## config.mk

```make
export PLATFORM = sky130hd
export DESIGN_NAME = btt_way_unit
export DESIGN_NICKNAME = d
export VERILOG_FILES = /design/src/hw/rtl/btt_pkg.sv /design/src/hw/rtl/btt_way_unit.sv
export SDC_FILE = /design/constraint.sdc
export NUM_CORES = 1
export LEC_CHECK = 0
export BUFFER_PORTS_ARGS = -buffer_cell sky130_fd_sc_hd__buf_2
export CORE_AREA = 2 2 144 146
export CTS_CLUSTER_SIZE = 40
export DETAILED_ROUTE_END_ITERATION = 7
export DIE_AREA = 0 0 146 148
export PLACE_DENSITY = 0.77
export SYNTH_ARGS = -nofsm -noshare
export SYNTH_HDL_FRONTEND = slang
export SYNTH_SLANG_ARGS = --single-unit
```

## constraint.sdc

```tcl
create_clock -name clk -period 5.3 [get_ports clk]
set_input_delay 0.795 -clock clk [delete_from_list [all_inputs] [get_ports clk]]
set_output_delay 0.795 -clock clk [all_outputs]
set_load 0.005 [all_outputs]
```

## src/hw/rtl/btt_pkg.sv

```systemverilog
package btt_pkg;

    // operation codes
    localparam logic [1:0] OP_PROBE      = 2'd0;
    localparam logic [1:0] OP_STORE      = 2'd1;
    localparam logic [1:0] OP_NEW_SEARCH = 2'd2;
    localparam logic [1:0] OP_CLEAR      = 2'd3;

    // register map (index taken from paddr[2])
    localparam logic [0:0] REG_ALPHA_BOUND   = 1'b0;
    localparam logic [3:0] ALPHA_BOUND_RESET = 4'd1;

    localparam int          SET_SHIFT   = 2;
    localparam logic [4:0]  AGE_LIMIT   = 5'd15;
    localparam logic [4:0]  AGE_RESET   = 5'd1;
    localparam logic [8:0]  NULL_MARGIN = 9'd4;

    typedef struct packed {
        logic [1:0]         op;
        logic [63:0]        hash;
        logic [7:0]         depth;
        logic signed [15:0] value;
        logic signed [15:0] beta;
        logic [3:0]         bound;
        logic [31:0]        move;
    } btt_in_t;

    typedef struct packed {
        logic               hit;
        logic               cutoff;
        logic [3:0]         bound_out;
        logic signed [15:0] value_out;
        logic [31:0]        move_out;
        logic               null_move_ok;
    } btt_out_t;

    // one table entry, flg = {age nibble, bound code}
    typedef struct packed {
        logic [63:0] key;
        logic [15:0] val;
        logic [7:0]  dep;
        logic [7:0]  flg;
        logic [31:0] mv;
    } entry_t;

endpackage

```

## src/hw/rtl/btt_way_unit.sv

```systemverilog
module btt_way_unit #(
    parameter int WAY_W = 2
) (
    input  logic              clk,
    input  logic              rst_n,
    input  logic              start,
    input  logic              step,
    input  logic [WAY_W-1:0]  way,
    input  btt_pkg::entry_t   entry,
    input  logic [63:0]       key,
    input  logic [4:0]        age,
    output logic              found,
    output btt_pkg::entry_t   found_entry,
    output logic [WAY_W-1:0]  pick_way,
    output logic [31:0]       pick_mv
);

    logic             found_reg;
    logic             oth_v_reg;
    logic             all_v_reg;
    btt_pkg::entry_t  found_entry_reg;
    logic [WAY_W-1:0] found_way_reg;
    logic [WAY_W-1:0] oth_way_reg;
    logic [WAY_W-1:0] all_way_reg;
    logic [7:0]       oth_dep_reg;
    logic [7:0]       all_dep_reg;
    logic [31:0]      oth_mv_reg;
    logic [31:0]      all_mv_reg;

    logic is_match;
    logic oth_better;
    logic all_better;

    // one way per step: key match, other-age shallowest, overall shallowest
    always_comb
    begin
        is_match   = (entry.key == key) && !found_reg;
        oth_better = ({1'b0, entry.flg[7:4]} != age)
                     && (!oth_v_reg || (entry.dep < oth_dep_reg));
        all_better = !all_v_reg || (entry.dep < all_dep_reg);
    end

    always_ff @(posedge clk or negedge rst_n)
    begin
        if (!rst_n)
        begin
            found_reg <= 1'b0;
            oth_v_reg <= 1'b0;
            all_v_reg <= 1'b0;
        end
        else if (start)
        begin
            found_reg <= 1'b0;
            oth_v_reg <= 1'b0;
            all_v_reg <= 1'b0;
        end
        else if (step)
        begin
            if (is_match)
            begin
                found_reg <= 1'b1;
            end
            if (oth_better)
            begin
                oth_v_reg <= 1'b1;
            end
            if (all_better)
            begin
                all_v_reg <= 1'b1;
            end
        end
    end

    always_ff @(posedge clk)
    begin
        if (step)
        begin
            if (is_match)
            begin
                found_entry_reg <= entry;
                found_way_reg   <= way;
            end
            if (oth_better)
            begin
                oth_way_reg <= way;
                oth_dep_reg <= entry.dep;
                oth_mv_reg  <= entry.mv;
            end
            if (all_better)
            begin
                all_way_reg <= way;
                all_dep_reg <= entry.dep;
                all_mv_reg  <= entry.mv;
            end
        end
    end

    // a key match wins, then other-age shallowest, then overall shallowest
    always_comb
    begin
        found       = found_reg;
        found_entry = found_entry_reg;
        if (found_reg)
        begin
            pick_way = found_way_reg;
            pick_mv  = found_entry_reg.mv;
        end
        else if (oth_v_reg)
        begin
            pick_way = oth_way_reg;
            pick_mv  = oth_mv_reg;
        end
        else
        begin
            pick_way = all_way_reg;
            pick_mv  = all_mv_reg;
        end
    end

endmodule

```

# == Word level (Yosys, flattened, before mapping) ==
# Cells that the tools add are included.
# op_classes
eq_ne,2
reduce_logical,17
n_lt_le_gt_ge,2
muxes,13
# ops
operator,count
$eq 64x64->1,1
$mux 32,2
$lt 8x8->1,2
$reduce_and 2->1,6
$mux 1,9
$reduce_bool 2->1,4
$ne 4x5->1,1
$mux 2,2
$logic_not 1->1,3
$logic_and 1x1->1,2
$logic_or 1x1->1,2
# word_totals
output_inout_bits,163
input_bits,203
regBits,217
wordCells,49

# == Longest topological paths before layout ==
# depth
word_depth,6
ltp_mapped,7
ltp_nobuf,7

# == Worst setup path before layout ==
# Ideal clock, no wire load.
# synth_timing
path_type,input port to flip-flop
start,input key[60]
end,"register found_entry_reg, in the netlist found_entry[0] (enable)"
n_path_buf,0
t_arrival_ps,4171
slack_ps,646
cell_stages,6
required_time_ps,4817
path_cell_list,xor2_1 nor4_2 nand4_1 nor4_1 nand3_1 inv_1
# synth_via
elab_chain_cells,3
# synth_lines
item,line_no,text
start: declaration,btt_way_unit.sv:10,"input logic [63:0] key,"
$eq 64x64->1,btt_way_unit.sv:37,is_match = (entry.key == key) && !found_reg;
$logic_and 1x1->1,btt_way_unit.sv:37,
$reduce_and 2->1 (no source line),n/a,
end signal: assignment,btt_way_unit.sv:80,found_entry_reg <= entry;
end: declaration,btt_way_unit.sv:21,btt_pkg::entry_t found_entry_reg;
# Every way passes these cells.
# A chain may end at the register's enable or synchronous reset.

# == Worst setup path in the final report ==
# layout_timing
start,register found_reg (netlist: found)
end,"register found_entry_reg, in the netlist found_entry[19] (enable)"
# layout_via
elab_chain_cells,3
# layout_lines
item,line_no,text
start: declaration,btt_way_unit.sv:18,logic found_reg;
start signal: assignment,btt_way_unit.sv:47,found_reg <= 1'b0;
start signal: assignment,btt_way_unit.sv:53,found_reg <= 1'b0;
start signal: assignment,btt_way_unit.sv:61,found_reg <= 1'b1;
$logic_not 1->1,btt_way_unit.sv:37,
$logic_and 1x1->1,btt_way_unit.sv:37,
$reduce_and 2->1 (no source line),n/a,
# Every way passes these cells.

==> summary by stage <==
Place
Port buffering added 365 buffers. Once detailed placement completed, the half-perimeter wirelength came to 16.09 mm. The placer congestion estimate is 0.8454.

Detailed routing
The total via count after detailed routing is 5424. The number of iterations in the first detailed-routing pass is 4. In the final routed layout, each cell accounts on average for 18.61 µm.

In the routed layout, each cell is associated on average with a via count of 4.696. In this run, the number of DRC markers left after iteration 0 of detailed routing was 221. After detailed routing, the number of remaining DRC violations is 0. The routed design has 21.49 mm of wire.

The post-detailed-route count of antenna-violating nets is 0.

STA
Measured against its own limit, the worst slew margin works out to 0.1982. Setup repair after global routing left no endpoint under its margin. The number of hold violations in the final report was 0. The final worst hold slack is 0.08389 ns. The final-report max-slew violation count is 0.

At the pin with the least slew margin, the transition time is 1.203 ns. For this run, the top clock speed supported by timing is 0.3241 GHz. For the final routed database, the setup TNS stands at 0 ns. Dividing the final minimum period by the clock period gives 0.5821. The clock arrives with 0.005673 ns of skew. Setup violations remaining at the end of the flow were counted as 0. The final critical path time including I/O delays and setup is 3.085 ns.

Outcome
The flow ran to the end, and the final reports show no timing, DRC or antenna violations.

Layout
Relative to the synthesized area, the layout overhead comes to 34.42%. In the layout the commonest cells are sky130_fd_sc_hd__buf_2, sky130_fd_sc_hd__edfxtp_1, sky130_fd_sc_hd__xor2_1. Leaving out fill and tap cells, the most frequent cell in the layout is sky130_fd_sc_hd__buf_2. The multi-input combinational cell area is 1754 µm². The ratio of cells with drive above 1 in the final layout is 0.4624. The register with the most flip-flops in the layout has 128 of them. The final-stage net count is 1079.

Registers take 6504 µm². The layout has 1652 filler cells. The share of the core filled with cells is 0.5599.

Synth
The count of distinct cell types in the synthesized netlist is 27. When the netlist entered floorplanning its net count stood at 697. Ranked by total cell area, the synthesized netlist is headed by sky130_fd_sc_hd__edfxtp_1, sky130_fd_sc_hd__xor2_1, sky130_fd_sc_hd__mux2i_1. The number of synthesized register bits is 217. The cell count after synthesis came out at 480. Averaged over all synthesized cells, the footprint is 17.39 µm².

The netlist area before placement is 8347 µm². The top-area cell type share of the netlist area is 0.7699. The cell taking the most area after synthesis is sky130_fd_sc_hd__edfxtp_1. The proportion of synthesized chip area in sequential cells is 0.7789. The Yosys step of the flow raised 0 warnings.

Floorplan
Measured along the y axis, the die boundary spans 148 µm. After floorplanning, the core was sized to cover 20040 µm². The x dimension of the die is 146 µm. The floorplan step defined a die boundary enclosing 21610 µm². Row generation in the floorplan step produced 52 rows.

The initial utilization of the core area, before any placement, comes to 0.4165. During I/O placement, the number of pins put on the boundary was 366.

Power and ir drop
The static leakage power is 4.548 nW. The switching portion of total power is 0.2131. For this design the total switching power over the nets is 793.9 µW. The share of total power dissipated in combinational logic is 0.077. The worst-case IR drop observed on VDD is 0.2354 mV. In this run the power density over the cells is 332.1 nW/µm². The relative contribution of the clock network to total power is 0.398.

The internal portion of the total power is 2.932 mW. The share of total power dissipated in sequential elements is 0.525.

Critical path
For the worst setup path, the data arrival time is 3.19 ns. For the worst setup path, the data required time is 5.41 ns. For this run, the slowest stage of the critical path takes 0.86 ns. Among all stages on the critical path, the largest delay is contributed by sky130_fd_sc_hd__inv_6. The largest fanout of any net on the critical path is 130.

The worst setup path is captured at a flip-flop. The signal on the critical path passes through inv_2 > o2111a_1 > nand4_1 > nor4_1 > nand3_1 > inv_6. The worst setup path is launched from a flip-flop.

The depth of the most critical reg-to-reg path is 6. The type of the setup path with the least slack is flip-flop to flip-flop.

CTS
The TritonCTS clock tree is built. Gates resized during post-CTS repair numbered 0. After clock tree synthesis, the clock-pin slew on the worst setup and hold paths is 0.06 ns. The source-to-sink clock delay at the later pin of the worst-skew pair is 0.50 ns. CTS saw 217 sinks. The number of clock buffers added by TritonCTS is 23.

The cell at the root of the clock tree is sky130_fd_sc_hd__clkbuf_16. CTS built an H-tree with a depth of 1. The hold-fix buffer count after cts is 0. The buffer levels on the longest clock path is 3. Post-CTS timing repair inserted 0 buffers for setup.

Global routing
The first global-routing pass estimated 31.03 mm of wire. In the global route stage, overall resource usage came out at 0.1898. The via count of the first global-routing pass is 5534. The remaining global-route overflow is 0. The initial antenna violation count is 12. Entering global routing, the biggest net connects 131 pins.

Min path
The classification of the worst-slack hold path is primary input to asynchronous set/reset pin.

Flow run
The number of maximum-capacitance constraint violations is 0.
==> stage by stage <==
step           power [mW]  area [µm²]  std cells  setup slack, ns
4_1_cts             3.758       11200       1148            2.122
6_report            3.726       11220       1155            2.215
5_1_grt             3.856       11220       1155            1.903
3_5_place_dp        2.283       10520       1107            1.815
3_3_place_gp        2.274       10520       1107            1.914
2_1_floorplan       2.117        8347        480           0.6459
==> layout make-up <==
type,instances,share of cell area
flip-flops and latches,217,0.5797
repair buffers,368,0.1648
clock inverters,10,0.007026
clock buffers,31,0.05398
inverters,18,0.006468
well taps,270,0.03011
diodes,7,0.001561
multi-input cells,234,0.1564
==> worst max-delay path, delay by kind of cell (launching register included) <==
| family | cells | cell delay, ns |
|---|---|---|
| flip-flops | 1 | 0.75 |
| AND/OR/NAND/NOR | 3 | 0.58 |
| AO/OA/AOI/OAI | 1 | 0.20 |
| buffers and inverters | 2 | 1.04 |
==> cell families after synthesis <==
| group | Yosys count | synth area share |
|---|---|---|
| AND/OR/NAND/NOR | 65 | 0.03927 |
| flip-flops | 217 | 0.7789 |
| AO/OA/AOI/OAI | 54 | 0.03613 |
| multiplexers | 34 | 0.04077 |
| XOR/XNOR | 67 | 0.07030 |
| adder cells (fa/ha/maj) | 14 | 0.02099 |
| buffers and inverters | 29 | 0.01364 |
==> final timing paths <==
kind                       startpoint               to  slack (ns)
max in group asynchronous       rst_n            found        5.10
hold reg to reg             all_v_reg        all_v_reg        0.57
setup reg to reg                found  found_entry[19]        2.21
hold / removal                  rst_n        oth_v_reg        0.08
min in group clk            entry[63]  found_entry[63]        0.47
setup / recovery                found  found_entry[19]        2.21
==> power by group through the flow <==
stage	clock, mW	combinational, mW	sequential, mW
final	1.48	0.288	1.96
after global routing	1.58	0.318	1.96
after CTS	1.51	0.292	1.96
after detailed placement	0	0.291	1.99
after global placement	0	0.285	1.99
after floorplan	0	0.126	1.99
==> synthesized netlist by cell type, drive strengths merged <==
cell type	count
buf	4
inv	18
o21ai	35
clkbuf	7
o2111a	1
a21boi	1
mux2i	34
dfrtp	3
nand3	3
edfxtp	214
nor4	11
a21o	7
nor3	1
nand2	35
xnor2	25
nand2b	2
o211ai	1
xor2	42
ha	14
o31ai	1
nand4	10
nor2	3
a21oi	8
==> layer usage <==
layer,track usage,vias up,wire length [µm]
met5,0,-,59
met4,0.07330,8,685
met3,0.06574,50,1746
met2,0.3422,239,11310
met1,0.2062,2546,7690
li1,-,2581,-
Note: power is estimated with default switching activity, not from simulation.
